**src/rtl/plti_pkg.sv**
```systemverilog
// Package with shared types and codes for the piecewise-linear table interpolator.
`default_nettype none

package plti_pkg;

    // Command codes of an input word.
    localparam logic [1:0] CMD_CLEAR  = 2'd0;
    localparam logic [1:0] CMD_INSERT = 2'd1;
    localparam logic [1:0] CMD_QUERY  = 2'd2;

    // Status codes of a result word.
    localparam logic [2:0] ST_OK    = 3'd0;
    localparam logic [2:0] ST_FULL  = 3'd1;
    localparam logic [2:0] ST_FEW   = 3'd2;
    localparam logic [2:0] ST_EQX   = 3'd3;
    localparam logic [2:0] ST_SAT   = 3'd4;

    // Operation strobes broadcast to every cell of the chain.
    typedef struct packed {
        logic ins;
        logic qry;
    } t_cell_ctl;

    // Handshake and flags from the arithmetic unit.
    typedef struct packed {
        logic done;
        logic ovf;
    } t_arith_st;

endpackage

`default_nettype wire

```
**src/rtl/plti_cell.sv**
```systemverilog
// One breakpoint cell of the sorted chain: holds a point, shifts on insert, flags the segment.
`default_nettype none

module plti_cell
    import plti_pkg::*;
#(
    parameter int IDX = 0,
    parameter int CW  = 7
) (
    input  wire logic               i_clk,
    input  wire t_cell_ctl          i_ctl,
    input  wire logic [CW-1:0]      i_count,
    input  wire logic signed [31:0] i_arg_x,
    input  wire logic signed [31:0] i_arg_y,
    input  wire logic signed [31:0] i_prev_x,
    input  wire logic signed [31:0] i_prev_y,
    input  wire logic               i_prev_gt,
    input  wire logic               i_next_le,
    output logic signed [31:0]      o_x,
    output logic signed [31:0]      o_y,
    output logic                    o_gt,
    output logic                    o_le,
    output logic                    o_sel
);

    logic signed [31:0] r_x;
    logic signed [31:0] r_y;
    logic               r_sel;
    logic               live;
    logic               tail;
    logic               penult;
    logic               at_end;
    logic               above;

    // Position of this cell relative to the fill count.
    assign live   = CW'(IDX) < i_count;
    assign at_end = CW'(IDX) == i_count;
    assign tail   = CW'(IDX + 1) == i_count;
    assign penult = CW'(IDX + 2) == i_count;

    // One comparator serves both the insert place and the query search.
    assign above = r_x > i_arg_x;
    assign o_gt  = live && above;
    assign o_le  = live && !above;

    // Insert: move up when the left neighbor moves, take the new point at the gap.
    always_ff @(posedge i_clk) begin
        if (i_ctl.ins) begin
            if (i_prev_gt) begin
                r_x <= i_prev_x;
                r_y <= i_prev_y;
            end else if (o_gt || at_end) begin
                r_x <= i_arg_x;
                r_y <= i_arg_y;
            end
        end
    end

    // Query: this cell starts the segment when it is the last point not above the argument,
    // clamped to the first and the last segment.
    always_ff @(posedge i_clk) begin
        if (i_ctl.qry) begin
            r_sel <= live && !tail && ((IDX == 0) || o_le) && (penult || !i_next_le);
        end
    end

    assign o_x   = r_x;
    assign o_y   = r_y;
    assign o_sel = r_sel;

endmodule

`default_nettype wire

```
**config.mk**
```make
export PLATFORM = sky130hd
export DESIGN_NAME = plti_cell
export DESIGN_NICKNAME = d
export VERILOG_FILES = /design/src/rtl/plti_pkg.sv /design/src/rtl/plti_cell.sv
export SDC_FILE = /design/constraint.sdc
export NUM_CORES = 1
export LEC_CHECK = 0
export ABC_AREA = 0
export BUFFER_PORTS_ARGS = -buffer_cell sky130_fd_sc_hd__buf_2
export CAP_MARGIN = 20
export CORE_UTILIZATION = 41
export DETAILED_ROUTE_END_ITERATION = 10
export GPL_TIMING_DRIVEN = 0
export PLACE_DENSITY = 0.86
export SKIP_CTS_REPAIR_TIMING = 1
export SYNTH_ARGS = -nofsm -noshare
export SYNTH_HDL_FRONTEND = slang
export SYNTH_SLANG_ARGS = --single-unit
```
**constraint.sdc**
```tcl
create_clock -name i_clk -period 7.03 [get_ports i_clk]
set_input_delay 2.109 -clock i_clk [delete_from_list [all_inputs] [get_ports i_clk]]
set_output_delay 2.109 -clock i_clk [all_outputs]
set_load 0.01 [all_outputs]
```
# After elaboration in Yosys (flattened, before gate mapping)
# Cells that the tools add are included.
# W data, S select, Z words.
dict set report op_classes {
  n_addsub 0
  n_mul 0
  div 0
  order_cmp 2
  n_eq_ne 2
  shifts 0
  n_mux 4
  bitwise 0
  n_reduce_logical 12
}
# op n
set ops {}
lappend ops {{$mux W32} 4}
lappend ops {{$gt A32 B32 Y1} 1}
lappend ops {{$eq A1 B7 Y1 const A} 1}
lappend ops {{$eq A2 B7 Y1 const A} 1}
lappend ops {{$logic_not A7 Y1} 1}
lappend ops {{$lt A1 B7 Y1 const A} 1}
lappend ops {{$logic_and A1 B1 Y1} 4}
lappend ops {{$logic_not A1 Y1} 3}
lappend ops {{$logic_or A1 B1 Y1} 2}
lappend ops {{$reduce_and A2 Y1} 1}
lappend ops {{$reduce_bool A2 Y1} 1}
dict set report totals {
  register_bits 65
  latch_bits 0
  ramBits 0
  mem_bits_ro 0
  input_bits 140
  wordCells 23
  memories 0
}

# Longest topological paths before layout
dict set report logic_depth {
  depth_word 5
  depth_mapped 8
}

# Worst setup path before layout
# Ideal clock, no wire load.
dict set report synth_timing {
  kind {input to output}
  startpoint {input i_arg_x[14]}
  endpoint {output o_le}
  arrival_ns 3.759
  t_required_ns 4.921
  setup_slack_ns 1.162
  cell_stages 8
  n_path_buf 0
  cell_sequence {inv_1 ha_1 a21oi_2 nand2_1 a221o_1 o31a_1 o211a_1 nor3_1}
}
dict set report synth_via {
  elab_chain_len 3
}
# item line_no
set synth_lines {}
lappend synth_lines {{start: declaration} plti_cell.sv:13} ;# input wire logic signed [31:0] i_arg_x,
lappend synth_lines {{$gt A32 B32 Y1} plti_cell.sv:42} ;# assign above = r_x > i_arg_x;
lappend synth_lines {{$logic_not A1 Y1} plti_cell.sv:44} ;# assign o_le = live && !above;
lappend synth_lines {{$logic_and A1 B1 Y1} plti_cell.sv:44}
lappend synth_lines {{end: declaration} plti_cell.sv:22} ;# output logic o_le,
# Every way passes these cells.

# Worst setup path in the final report
dict set report layout_timing {
  startpoint {input i_arg_x[14]}
  endpoint {output o_gt}
}
dict set report layout_via {
  elab_chain_len 2
}
# item line_no
set layout_lines {}
lappend layout_lines {{$gt A32 B32 Y1} plti_cell.sv:42}
lappend layout_lines {{$logic_and A1 B1 Y1} plti_cell.sv:43} ;# assign o_gt = live && above;
lappend layout_lines {{end: declaration} plti_cell.sv:21} ;# output logic o_gt,
# Every way passes these cells.

==> impl_metrics.env <==
export IMPL_status="finished, final reports clean"
export IMPL_p_comb_frac=0.201
export IMPL_clk_pin_slew_worst_paths_ps=80
export IMPL_seqCellArea_um2=1952
export IMPL_cts_buffer_depth=2
export IMPL_grt_max_degree=38
export IMPL_finalNonFillerCells=621
export IMPL_dr_total_vias=3081
export IMPL_min_to="o_x[7]"
export IMPL_firstDrtPassIters=4
export IMPL_clkPwrFrac=0.332
export IMPL_fmax_mhz=162.6
export IMPL_cts_inserted_buffers=9
export IMPL_synth_cells=295
export IMPL_period_needed_ps=6151
export IMPL_finalHoldViolCount=0
export IMPL_synth_async_reset_ratio=0
export IMPL_total_power_mw=1.036
export IMPL_die_area_um2=8918
export IMPL_first_global_vias=3138
export IMPL_hold_start="o_x[31]"
export IMPL_io_pin_count=207
export IMPL_rsz0062_at_grt="no"
export IMPL_ir_worst_vdd_mv=0.1228
export IMPL_endpoint_kind="primary output"
export IMPL_seq_power_share=0.467
export IMPL_r2r_end="o_y[7]"
export IMPL_skew_ps=13.91
export IMPL_io_buffer_count=205
export IMPL_r2r_cells=8
export IMPL_drive_gt1_frac=0.4961
export IMPL_root_buffer="clkbuf_8"
export IMPL_crit_chain="buf_2 -> inv_1 -> ha_1 -> a21oi_2 -> nand2_1 -> a221o_1 -> o31a_1 -> nor3_1 -> o21ba_2 -> buf_2"
export IMPL_critical_path_buf_inv_count=3
export IMPL_htree_num_levels=3
export IMPL_whs_path_depth=3
export IMPL_die_w_um=94.44
export IMPL_fillers=694
export IMPL_initial_core_util=0.4242
export IMPL_timing_hold_ws_ps=1638
export IMPL_ys_seq_elements=65
export IMPL_drc_errors=0
export IMPL_slowest_stage="a221o_1"
export IMPL_slew_violations=0
export IMPL_finish_utilization=0.5921
export IMPL_p_leak_nw=2.319
export IMPL_synth_area_leader_cell="edfxtp_1"
export IMPL_path_class="primary input to primary output"
export IMPL_place_congestion=0.7944
export IMPL_detail_route_antenna_nets=0
export IMPL_p_per_area_nw_per_um2=211.9
export IMPL_ys_flop_type="edfxtp_1"
export IMPL_p_sw_frac=0.2623
export IMPL_dp_hpwl_um=7361
export IMPL_max_slew_margin=0.5194
export IMPL_synth_fp_nets=467
export IMPL_setup_viol=0
export IMPL_r2r_start="o_x[7]"
export IMPL_p_int_uw=764.2
export IMPL_ys_top_cells_by_area="edfxtp_1, ha_1, mux2_2, o21ai_0, nand2_1"
export IMPL_ys_warn_count=0
export IMPL_critical_path_startpoint="i_arg_x[14]"
export IMPL_crit_arrival_ps=4040
export IMPL_num_rows=33
export IMPL_final_nets=684
export IMPL_syn_avg_cell_area_um2=11.88
export IMPL_path_delay_family="compound AO/OA/AOI/OAI gates"
export IMPL_routed_wl_um=9311
export IMPL_syn_cell_area_um2=3503
export IMPL_antenna_found_initial=0
export IMPL_setup_tns_ps=0
export IMPL_clock_sinks=65
export IMPL_rrSetupSlack_ps=3820
export IMPL_syn_to_final_growth_pct=39.57
export IMPL_dpl_cell_count=606
export IMPL_synth_edff_count=65
export IMPL_core_area_um2=8258
export IMPL_multi_input_area_um2=1391
export IMPL_max_cap_violations=0
export IMPL_grt_pass1_wl_um=14210
export IMPL_crit_top_cell="buf_2"
export IMPL_chipHeight_um=94.44
export IMPL_worstSkewPairLatency_ps=340
export IMPL_yosysSeqAreaShare=0.5571
export IMPL_vias_per_cell=4.961
export IMPL_num_antenna_cells=0
export IMPL_cp_required_ps=4920
export IMPL_worstMarginPinSlew_ps=720.9
export IMPL_p_sw_uw=271.7
export IMPL_synthDistinctLibCells=28
export IMPL_cts_tree="built"
export IMPL_path_max_fanout=3
export IMPL_globalRouteTotalUtil=0.2113
export IMPL_period_share=0.8750
export IMPL_drtIter0Drc=97
export IMPL_netlist_area_leader_share=0.5571
export IMPL_wl_per_cell_um=14.99
export IMPL_overflow=0
export IMPL_slowest_delay_ps=350
export IMPL_cp_start_kind="primary input"
export IMPL_hp_class="register to register"
==> power by group through the flow <==
stage | combinational (mW) | clock (mW) | sequential [mW]
floorplan | 0.0892 | 0 | 0.512
global placement | 0.199 | 0 | 0.494
detailed placement | 0.209 | 0 | 0.492
CTS | 0.211 | 0.349 | 0.484
global route | 0.232 | 0.369 | 0.487
finish | 0.208 | 0.344 | 0.484
==> worst reg2reg max path: cells and delay by family, from the launching register on <==
family	cells	cell delay, ps
AO/OA/AOI/OAI	5	1580
flip-flops	1	400
buffers and inverters	1	310
adder cells (fa/ha/maj)	1	300
AND/OR/NAND/NOR	1	280
==> cell families after synthesis <==
group,Yosys count,synth area share
fa+ha+maj,32,0.1143
flops,65,0.5571
simple gates,62,0.07750
buf+inv,43,0.04607
mux,33,0.1061
compound gates,60,0.09893
==> cell type report <==
type | count | share of cell area
repair buffers | 206 | 0.2139
flip-flops and latches | 65 | 0.3992
clock inverters | 6 | 0.01714
plain buffers | 11 | 0.008444
clock buffers | 9 | 0.02533
inverters | 32 | 0.02456
multi-input cells | 187 | 0.2845
well taps | 105 | 0.02687
==> synthesized netlist by cell type, drive strengths merged (2+ instances only) <==
master and count:
buf 3, inv 32, nand2 39, o21ai 35
nor2 4, clkbuf 8, edfxtp 65, nand3 4
mux2 33, a21oi 13, nor3 5, nor4 2
nand4 6, ha 32, o211ai 2
==> layer usage <==
| metal | share of wire | global-route usage |
|---|---|---|
| met3 | 0.062 | 0.05636 |
| met4 | 0.0082 | 0.05769 |
| met2 | 0.52 | 0.3907 |
| met5 | 0 | 0 |
| met1 | 0.41 | 0.2374 |
==> through the flow <==
stage | instance area [µm²] | setup WS [ps]
finish | 4890 | 879.0
global route | 4890 | 728.6
CTS | 4890 | 879.3
detailed placement | 4682 | 882.9
global placement | 4661 | 526.7
floorplan | 3503 | 1162
==> layout by cell type, fill, tap and decap left out, types with 2 or more instances in the layout <==
cell type	count
ha_1	32
nand3_1	4
clkbuf_1	8
nand4_1	6
o211ai_1	2
inv_1	32
bufinv_16	2
nor4_1	2
o21ai_0	35
buf_2	205
nand2_1	39
mux2_2	33
clkbuf_8	9
a21oi_1	12
clkinvlp_4	2
nor3_1	5
nor2_1	4
buf_1	3
edfxtp_1	65
==> state kept, by name, indices dropped and copies added, names as in the netlist <==
register	count
o_sel	1
o_x	32
o_y	32
==> worst max path at each step <==
| stage | end | slack (ps) | depth (start not counted) |
|---|---|---|---|
| finish | o_gt | 880 | 10 |
| global route | o_le | 730 | 10 |
| CTS | o_gt | 880 | 10 |
| detailed placement | o_gt | 880 | 10 |
| global placement | o_y[7] | 530 | 9 |
| floorplan | o_le | 1160 | 8 |
(Power assumes the default switching activity.)
