### src/rtl/plti_pkg.sv
// Package with shared types and codes for the piecewise-linear table interpolator.
`default_nettype none

package plti_pkg;

    // Command codes of an input word.
    localparam logic [1:0] CMD_CLEAR  = 2'd0;
    localparam logic [1:0] CMD_INSERT = 2'd1;
    localparam logic [1:0] CMD_QUERY  = 2'd2;

    // Status codes of a result word.
    localparam logic [2:0] ST_OK    = 3'd0;
    localparam logic [2:0] ST_FULL  = 3'd1;
    localparam logic [2:0] ST_FEW   = 3'd2;
    localparam logic [2:0] ST_EQX   = 3'd3;
    localparam logic [2:0] ST_SAT   = 3'd4;

    // Operation strobes broadcast to every cell of the chain.
    typedef struct packed {
        logic ins;
        logic qry;
    } t_cell_ctl;

    // Handshake and flags from the arithmetic unit.
    typedef struct packed {
        logic done;
        logic ovf;
    } t_arith_st;

endpackage

`default_nettype wire

### src/rtl/plti_arith.sv
// Multiply-then-divide unit: floor(a * b / d) over 17-bit partial products and a restoring divider.
`default_nettype none

module plti_arith
    import plti_pkg::*;
(
    input  wire logic        i_clk,
    input  wire logic        i_rst_n,
    input  wire logic        i_start,
    input  wire logic [33:0] i_a,
    input  wire logic [33:0] i_b,
    input  wire logic [32:0] i_d,
    output t_arith_st        o_st,
    output logic [32:0]      o_q
);

    localparam logic [1:0] S_IDLE = 2'd0;
    localparam logic [1:0] S_MUL  = 2'd1;
    localparam logic [1:0] S_CHK  = 2'd2;
    localparam logic [1:0] S_DIV  = 2'd3;

    logic [1:0]  r_state;
    logic [2:0]  r_k;
    logic [5:0]  r_cnt;
    logic [33:0] r_pp;
    logic [1:0]  r_sh;
    logic [67:0] r_acc;
    logic [32:0] r_rem;
    logic [32:0] r_quo;
    logic        r_done;
    logic        r_ovf;
    logic [16:0] pa;
    logic [16:0] pb;
    logic [67:0] pp_shift;
    logic [33:0] trial;
    logic [33:0] diff;

    // Partial product operands, one pair per cycle.
    always_comb begin
        case (r_k[1:0])
            2'd0: begin pa = i_a[16:0];  pb = i_b[16:0];  end
            2'd1: begin pa = i_a[33:17]; pb = i_b[16:0];  end
            2'd2: begin pa = i_a[16:0];  pb = i_b[33:17]; end
            default: begin pa = i_a[33:17]; pb = i_b[33:17]; end
        endcase
    end

    // Weight of the registered partial product.
    always_comb begin
        case (r_sh)
            2'd0:    pp_shift = {34'd0, r_pp};
            2'd1:    pp_shift = {17'd0, r_pp, 17'd0};
            default: pp_shift = {r_pp, 34'd0};
        endcase
    end

    // One restoring step: the next dividend bit comes from the top of r_quo.
    assign trial = {r_rem, r_quo[32]};
    assign diff  = trial - {1'b0, i_d};

    always_ff @(posedge i_clk) begin
        if (!i_rst_n) begin
            r_state <= S_IDLE;
            r_done  <= 1'b0;
        end else begin
            r_done <= 1'b0;
            case (r_state)
                S_IDLE: begin
                    if (i_start) begin
                        r_k     <= 3'd0;
                        r_acc   <= 68'd0;
                        r_state <= S_MUL;
                    end
                end
                S_MUL: begin
                    if (r_k != 3'd4) begin
                        r_pp <= pa * pb;
                        case (r_k[1:0])
                            2'd0:    r_sh <= 2'd0;
                            2'd3:    r_sh <= 2'd2;
                            default: r_sh <= 2'd1;
                        endcase
                    end
                    if (r_k != 3'd0) begin
                        r_acc <= r_acc + pp_shift;
                    end
                    r_k <= r_k + 3'd1;
                    if (r_k == 3'd4) begin
                        r_state <= S_CHK;
                    end
                end
                S_CHK: begin
                    // A quotient of 2^33 or more cannot fit the result at all.
                    if (r_acc[67:33] >= {2'b0, i_d}) begin
                        r_ovf   <= 1'b1;
                        r_done  <= 1'b1;
                        r_state <= S_IDLE;
                    end else begin
                        r_ovf   <= 1'b0;
                        r_rem   <= r_acc[65:33];
                        r_quo   <= r_acc[32:0];
                        r_cnt   <= 6'd33;
                        r_state <= S_DIV;
                    end
                end
                S_DIV: begin
                    if (trial >= {1'b0, i_d}) begin
                        r_rem <= diff[32:0];
                        r_quo <= {r_quo[31:0], 1'b1};
                    end else begin
                        r_rem <= trial[32:0];
                        r_quo <= {r_quo[31:0], 1'b0};
                    end
                    r_cnt <= r_cnt - 6'd1;
                    if (r_cnt == 6'd1) begin
                        r_done  <= 1'b1;
                        r_state <= S_IDLE;
                    end
                end
                default: r_state <= S_IDLE;
            endcase
        end
    end

    assign o_st.done = r_done;
    assign o_st.ovf  = r_ovf;
    assign o_q       = r_quo;

endmodule

`default_nettype wire

### config.mk
export PLATFORM = sky130hd
export DESIGN_NAME = plti_arith
export DESIGN_NICKNAME = d
export VERILOG_FILES = /design/src/rtl/plti_pkg.sv /design/src/rtl/plti_arith.sv
export SDC_FILE = /design/constraint.sdc
export NUM_CORES = 1
export LEC_CHECK = 0
export BUFFER_PORTS_ARGS = -buffer_cell sky130_fd_sc_hd__buf_2
export CORE_MARGIN = 10
export CORE_UTILIZATION = 64
export DETAILED_ROUTE_END_ITERATION = 10
export GPL_TIMING_DRIVEN = 0
export PLACE_DENSITY_LB_ADDON = 0.25
export SLEW_MARGIN = 20
export SYNTH_ARGS = -nofsm -noshare
export SYNTH_HDL_FRONTEND = slang
export SYNTH_SLANG_ARGS = --single-unit
### constraint.sdc
create_clock -name i_clk -period 9.15 [get_ports i_clk]
set_clock_uncertainty 0.1 [all_clocks]
set_input_delay 0.4575 -clock i_clk [delete_from_list [all_inputs] [get_ports i_clk]]
set_output_delay 0.4575 -clock i_clk [all_outputs]
set_load 0.05 [all_outputs]
# Word-level counts from Yosys, hierarchy flattened
# Index checks and enable logic that the tools add are counted.
# classes
add_sub_neg	4
mul	1
magnitude_cmp	2
n_eq_ne	15
n_mux	25
reduce_logical	14
# op_table
operator	n
case mux 68 bit (2 select lines)	2
2-to-1 mux 68 bit	2
case mux 33 bit (2 select lines)	2
2-to-1 mux 33 bit	3
adder 68 bit	1
greater-or-equal comparator 35 x 33 -> 1 bit	1
greater-or-equal comparator 34 x 33 -> 1 bit	1
multiplier 17 x 17 -> 34 bit	1
2-to-1 mux 17 bit	2
subtractor 33 bit	1
case mux 6 bit (2 select lines)	1
AND reduction 3 bit	4
!= test 2 bit, second input constant	5
equality test 2 bit, second input constant	4
2-to-1 mux 2 bit	4
case mux 2 bit (4 select lines)	1
equality test 2 x 1 -> 1 bit, second input constant	3
equality test 6 x 1 -> 1 bit, second input constant	1
zero test 2 bit	3
2-to-1 mux 6 bit	1
case mux 3 bit (2 select lines)	1
subtractor 6 x 1 -> 6 bit, second input constant	1
case mux 2 bit (2 select lines)	1
AND reduction 4 bit	1
other kinds (10)	14
# totals
register_bits	183
elab_cells	71

# Longest topological paths before layout
# Gate-level depths: netlist (run 1).
# logic_depth
ltp_word	5
mapped_depth	30
ltp_nobuf	28

# Worst setup path after synthesis (run 1)
# OpenSTA, ideal clock, no wires.
# synth_timing
path_kind	register to register
startpoint	reg r_k[0]
endpoint	reg r_pp[25], data pin
t_arrival_ps	7759
path_slack_ps	1026
path_stages_with_launch	29
path_buffers	2
synth_period_minus_slack_ps	8124
path_cell_list	edfxtp_1 > inv_1 > ha_1 > nor2_1 > clkbuf_1 > buf_1 > mux2i_1 > nor2_1 > fa_1 > inv_1 > fa_1 > fa_1 > inv_1 > fa_1 > fa_1 > inv_1 > fa_1 > inv_1 > ha_1 > a21o_1 > a21o_1 > a21oi_1 > nand2b_1 > a21oi_1 > o21ai_0 > nand2_1 > o41ai_1 > o21ai_0 > xor2_1
# synth_between
elab_chain_len	4
word_cells_on_any_way	8
classes_between	mul (1); eq/ne (2); mux (2); reduce/logical (3)
# synth_lines
element	line_no	source
start, declared	plti_arith.sv:23	logic [2:0] r_k;
start signal, assigned	plti_arith.sv:87	r_k <= r_k + 3'd1;
equality test 2 bit (tied with other cells)	plti_arith.sv:40	case (r_k[1:0])
OR reduction 2 bit (no source line)	-	
2-to-1 mux 17 bit	plti_arith.sv:40	
multiplier 17 x 17 -> 34 bit *	plti_arith.sv:77	r_pp <= pa * pb;
end signal, assigned	plti_arith.sv:77	
end, declared	plti_arith.sv:25	logic [33:0] r_pp;
# Every way passes the cells marked *; elsewhere a longest branch is shown, timed or not.
# A chain may end at the register's enable or synchronous reset.

# Worst setup path after layout (run 1)
# Same ends and word-level chain as after synthesis.

==> results of run 1 <==
## kinds of logic (layout without fill, tap and decap cells)
| kind of cell | count (synthesis) | count (layout) | synth area share (%) |
|---|---|---|---|
| other | 0 | 1 | 0 |
| xor gates and xnor gates | 107 | 107 | 3.838 |
| buffers and inverters | 485 | 660 | 7.533 |
| DFF | 183 | 183 | 22.38 |
| AOI/OAI and AO/OA | 531 | 531 | 13.96 |
| muxes | 112 | 112 | 4.802 |
| and+or+nand+nor | 914 | 914 | 16.30 |
| adders and majority gates | 473 | 473 | 31.19 |
## critical path, delay by kind of cell (launching register included)
kind | cells | cell delay (ns)
DFF | 1 | 0.41
muxes | 1 | 0.58
adders and majority gates | 8 | 3.74
xor gates and xnor gates | 1 | 0.17
buffers and inverters | 7 | 1.01
and+or+nand+nor | 4 | 0.82
AOI/OAI and AO/OA | 7 | 1.70
## per-stage QoR
step                      setup slack, ns  util (%)  area [sq um]  setup TNS, ns  std cells
after floorplan                     1.026         -         24420              0       2805
after global placement            -0.6565     68.35         25750         -2.563       3454
after detailed placement          -0.8589     68.71         25880         -4.608       3459
after CTS                         0.02261     70.43         26530              0       3491
after global routing              0.01949     70.57         26580              0       3492
final                              0.3418     70.57         26580              0       3492
## placed cells by master, fill, tap and decap left out, types with 5 or more instances in the layout
cell,count
nand4_1,44
o31a_1,6
inv_1,374
inv_8,5
o31ai_1,8
and2_1,46
or3_1,10
a22o_1,17
o211ai_1,14
o21ai_0,117
nand2_1,397
xor2_1,32
mux2i_1,64
o21a_1,26
nor3_1,37
ha_1,247
xnor2_1,75
and3_1,12
buf_2,143
a221oi_1,9
a21oi_1,164
clkbuf_1,87
fa_1,226
clkbuf_16,17
nor4_1,7
o21bai_1,27
nor2b_1,19
a211oi_1,13
edfxtp_1,180
clkbuf_2,9
mux2_2,31
clkinv_8,5
buf_1,7
nand2b_1,17
a21o_1,67
nand3_1,23
a31oi_1,14
mux2i_2,16
nor2_1,281
## repair_timing
| item | in CTS | in global routing |
|---|---|---|
| cloned | 0 | 0 |
| setup buffers | 0 | 0 |
| resized for setup | 6 | 20 |
| endpoints found under the setup margin | 11 | 13 |
## synth_stat cells, drive strengths merged (5+ instances only)
master,count
o211ai,16
o31a,6
nor2,284
fa,226
a31oi,15
ha,247
a22o,17
and2,46
mux2,31
edfxtp,180
xor2,32
xnor2,75
nor2b,19
nor4,7
nand2b,17
a221oi,9
o31ai,8
or3,10
nand2,397
mux2i,80
o21ai,118
a211oi,13
o21a,27
o41ai,5
nand3,23
buf,18
nand4,44
o21bai,27
and3,13
a21o,67
nor3,37
a21oi,166
inv,374
clkbuf,93
## final timing paths
path	startpoint	end	cells past startpoint
setup / recovery	r_k[0]$_SDFFCE_PN0P_	r_pp[25]$_DFFE_PP_	28
hold / removal	i_rst_n	r_state[0]$_SDFFE_PN0P_	2
setup reg to reg	r_k[0]$_SDFFCE_PN0P_	r_pp[25]$_DFFE_PP_	28
hold reg to reg	o_q[16]$_DFFE_PP_	o_q[17]$_DFFE_PP_	2
## registers in the layout, summed over array words and instances, names as in the netlist
register,flops
o_q,33
r_k,3
r_sh,2
r_cnt,6
r_ovf,1
r_pp,34
r_acc,68
r_state,2
r_done,1
r_rem,33
## area by class of cell
type                            instances  area share [%]
Multi-Input combinational cell       2137           64.73
Timing Repair Buffer                  143           2.984
Antenna cell                            1        0.009414
Buffer                                111           1.676
Clock buffer                           17           1.600
Tap cell                              511           2.405
Sequential cell                       183           20.56
Clock inverter                         15          0.7578
Inverter                              374           5.281
## metal layers
| metal | part of all wire [%] | track usage (%) |
|---|---|---|
| met2 | 48 | 52.64 |
| met5 | 0 | 0 |
| met4 | 6.3 | 18.33 |
| met1 | 39 | 36.63 |
| met3 | 6.9 | 5.140 |
==> flow_metrics.py, run 1 <==
metrics = {
    "status": {
        "status": "completed",
    },
    "global_routing": {
        "number_of_global_route_vias_before_repair": 21920,
        "grt.total_usage_pct": 31.08,
        "grt.overflow.total": 0,
        "grt_pass1_wl_microns": 115500,
        "grt_max_degree": 42,
        "antenna_violations_before_repair": 1,
    },
    "logic_synthesis": {
        "cell_accounting_for_the_most_synthesized_area": "edfxtp_1",
        "yosysSeqAreaShare_pct": 22.38,
        "synthTopCellsByArea": "edfxtp_1 22%, fa_1 19%, ha_1 13%, nand2_1 6.1%, inv_1 5.7%",
        "post_syn_instances": 2805,
        "synthArstFlopShare_pct": 0,
        "ys_types": 77,
        "number_of_enable_type_register_cells_in_the_synthesized_netlist": 180,
        "synthesis.area_sq_mm": 0.02442,
        "synthesis.nets": 3382,
        "ys.flop_type": "edfxtp_1",
        "yosysWarnings": 0,
        "synth.ff_latch_count": 183,
        "synth_top_area_share_pct": 22.14,
        "post_synth.cell_area_avg_sq_um": 8.704,
    },
    "sta": {
        "setup-violations-final": 0,
        "max_freq_ghz": 0.1135,
        "worst_pin_slew_ns": 1.018,
        "slew_headroom_pct": 30.81,
        "slew_viols_final": 0,
        "finalHoldWorstSlack_ns": 0.1804,
        "hold_violations": 0,
        "final.period_utilization_pct": 96.26,
        "rsz0062_at_grt": "false",
        "finalCriticalPeriod_ns": 8.808,
    },
    "run": {
        "cap_viol_max_count": 0,
    },
    "clock_network": {
        "tritoncts": "yes",
        "clkTransAtPathRegs_ns": 0.08,
        "cts-htree-levels": 4,
        "cts_root_buffer": "clkbuf_16",
        "cts_hold_buffers": 0,
        "cts_sinks": 183,
        "number_of_clock_buffers_inserted_by_tritoncts": 17,
        "cts.path.max_buffers": 2,
        "clock_latency_ns": 0.47,
    },
    "cells_and_area": {
        "share_of_post_route_cells_with_drive_strength_above_1_pct": 8.893,
        "fill_cells": 3038,
        "finalNetCount": 3544,
        "multiInputGateArea_sq_mm": 0.01721,
        "final-seq-area_sq_mm": 0.005465,
        "syn_to_final_growth_pct": 8.870,
    },
    "route": {
        "wire_per_inst_microns": 21.01,
        "vias_per_cell": 6.114,
        "drt-pass1-iter-count": 6,
        "drt-initial-drc-count": 1821,
        "antenna_left": 0,
        "dr_total_vias": 21350,
        "drc": 0,
        "wl_microns": 73380,
    },
    "placement": {
        "numPortBuffers": 138,
        "placer_s_final_routability_congestion_estimate": 1.022,
        "dp.final_hpwl_microns": 60650,
    },
    "critical_path": {
        "critical-path-max-stage-delay_ns": 0.58,
        "timing.critical_path.to_type": "register",
        "regToRegSetupSlack_ns": 0.34,
        "critPathMostFrequentCell": "fa_1",
        "timing.critical_path.required_ns": 9.26,
        "critical_path_class": "register to register",
        "critical_path_peak_fanout": 10,
        "crit_slowest_cell": "mux2i_2",
        "timing.critical_path.arrival_ns": 8.92,
        "crit_path_start_kind": "register",
    },
    "worst_hold_path": {
        "holdCritPathClass": "primary input to register",
    },
    "floorplanning": {
        "die_width_microns": 215.3,
        "start_util_pct": 64.82,
        "pin_count": 139,
        "die_area_sq_mm": 0.04636,
        "placementRows": 71,
        "die_height_microns": 215.3,
        "fp.coreArea_sq_mm": 0.03767,
    },
}
Power of run 1 is left out: the tool's default activity adds up to more than one toggle a clock period on the data nets, which glitch-free logic cannot reach.
==> run 2: changes to the inputs <==
--- a/config.mk
+++ b/config.mk
@@ -6,7 +6,7 @@
 export NUM_CORES = 1
 export LEC_CHECK = 0
 export BUFFER_PORTS_ARGS = -buffer_cell sky130_fd_sc_hd__buf_2
-export CORE_MARGIN = 10
+export CORE_MARGIN = 2
 export CORE_UTILIZATION = 64
 export DETAILED_ROUTE_END_ITERATION = 10
 export GPL_TIMING_DRIVEN = 0
==> flow_metrics.py, run 2 (same netlist as run 1, synthesis figures left out) <==
metrics = {
    "status": {
        "status": "completed",
    },
    "floorplanning": {
        "fp.coreArea_sq_mm": 0.03758,
        "pin_count": 139,
        "die_height_microns": 199.3,
        "die_area_sq_mm": 0.03973,
        "die_width_microns": 199.3,
        "placementRows": 71,
        "start_util_pct": 64.98,
    },
    "route": {
        "vias_per_cell": 6.078,
        "drt-initial-drc-count": 1651,
        "antenna_left": 0,
        "wl_microns": 71000,
        "drc": 0,
        "dr_total_vias": 21220,
        "wire_per_inst_microns": 20.33,
        "drt-pass1-iter-count": 5,
    },
    "critical_path": {
        "crit-reg2reg-launch": "r_k[0]$_SDFFCE_PN0P_",
        "timing.critical_path.required_ns": 9.24,
        "timing.critical_path.to_type": "register",
        "timing.critical_path.arrival_ns": 8.90,
        "regToRegSetupSlack_ns": 0.35,
        "critical_path_class": "register to register",
        "critPathMostFrequentCell": "fa_1",
        "critical_path_peak_fanout": 10,
        "crit_path_start": "r_k[0]$_SDFFCE_PN0P_",
        "critical-path-max-stage-delay_ns": 0.57,
        "crit_path_start_kind": "register",
        "crit_slowest_cell": "fa_1",
    },
    "cells_and_area": {
        "layout_common_cells": "397 x nand2_1, 374 x inv_1, 281 x nor2_1, 247 x ha_1, 226 x fa_1",
        "final_common_cell": "nand2_1",
        "flip_flop_count_of_the_largest_register_after_layout": 68,
        "syn_to_final_growth_pct": 9.065,
        "largest_registers": "r_acc x68, r_pp x34",
        "share_of_post_route_cells_with_drive_strength_above_1_pct": 8.893,
        "finalNetCount": 3544,
        "max_flop_register": "r_acc",
        "finalCoreUtilization_pct": 70.87,
    },
    "placement": {
        "numPortBuffers": 138,
        "placer_s_final_routability_congestion_estimate": 1.032,
        "dp.final_hpwl_microns": 58720,
    },
    "clock_network": {
        "cts_sinks": 183,
        "number_of_clock_buffers_inserted_by_tritoncts": 17,
        "clock_latency_ns": 0.46,
        "clkTransAtPathRegs_ns": 0.08,
        "cts_post_setup_buffers_inserted": 0,
        "cts_hold_buffers": 0,
        "cts.path.max_buffers": 2,
        "cts_root_buffer": "clkbuf_16",
        "cts-htree-levels": 4,
        "tritoncts": "yes",
    },
    "sta": {
        "setup-violations-final": 0,
        "timing.setup.tns_ns": 0,
        "rsz0062_at_grt": "false",
        "max_freq_ghz": 0.1136,
        "hold_violations": 0,
        "slew_headroom_pct": 22.48,
        "finalCriticalPeriod_ns": 8.801,
        "worst_pin_slew_ns": 1.130,
        "slew_viols_final": 0,
        "final.period_utilization_pct": 96.19,
    },
    "global_routing": {
        "antenna_violations_before_repair": 1,
        "grt.total_usage_pct": 36.56,
        "grt.overflow.total": 0,
        "grt_max_degree": 42,
        "number_of_global_route_vias_before_repair": 21430,
        "grt_pass1_wl_microns": 111500,
    },
    "run": {
        "cap_viol_max_count": 0,
    },
    "worst_hold_path": {
        "hold_start": "i_rst_n",
        "holdCritPathClass": "primary input to register",
    },
}
run 2: cell count changes in the layout (fill, tap and decap cells not counted), moves of 2 or more:
cell / change
inv_6: +3
inv_8: -2
mux2i_2: -2
mux2i_4: +2
run 2: layout make-up:
cell class                 count  area (sq um)
clock inverter                15         219.0
multi-input combinational   2137         17220
clock buffer                  17         425.4
tap                          511         639.4
sequential                   183          5465
buffer                       111         445.4
fill                        3016         10950
antenna                        1         2.502
inverter                     374          1404
timing repair buffer         143         805.8
run 2: worst max-delay path: cells and delay by family (launching register included):
family	cells	cell delay (ns)
AOI/OAI and AO/OA	7	1.70
xor gates and xnor gates	1	0.18
adders and majority gates	8	3.78
buffers and inverters	7	1.00
DFF	1	0.41
muxes	1	0.55
and+or+nand+nor	4	0.80
run 2: worst paths after layout:
path	end	depth (start not counted)
max	r_pp[25]$_DFFE_PP_	28
min	r_state[0]$_SDFFE_PN0P_	2
min reg2reg	o_q[28]$_DFFE_PP_	2
max reg2reg	r_pp[25]$_DFFE_PP_	28
run 2: repair_timing:
action                                  4_1_cts  5_1_grt
endpoints found under the setup margin       11       11
hold endpoints to repair                      0        0
resized for setup                             8       22
run 2: routing by layer:
metal | global-route usage, % | part of all wire (%)
met5 | 0 | 0
met4 | 20.87 | 6.2
met3 | 5.333 | 7.4
met2 | 63.22 | 48
met1 | 43.66 | 38
run 2: per-stage QoR:
step           hold WS [ns]  cells  area [sq um]  setup WS [ns]
3_5_place_dp         0.4242   3459         25890        -0.8476
5_1_grt              0.1827   3492         26630        0.01567
6_report             0.1772   3492         26630         0.3485
3_3_place_gp         0.4120   3454         25750        -0.5843
4_1_cts              0.1579   3491         26560        0.01773
2_1_floorplan        0.4246   2805         24420          1.026
Power of run 2 is left out for the same reason.
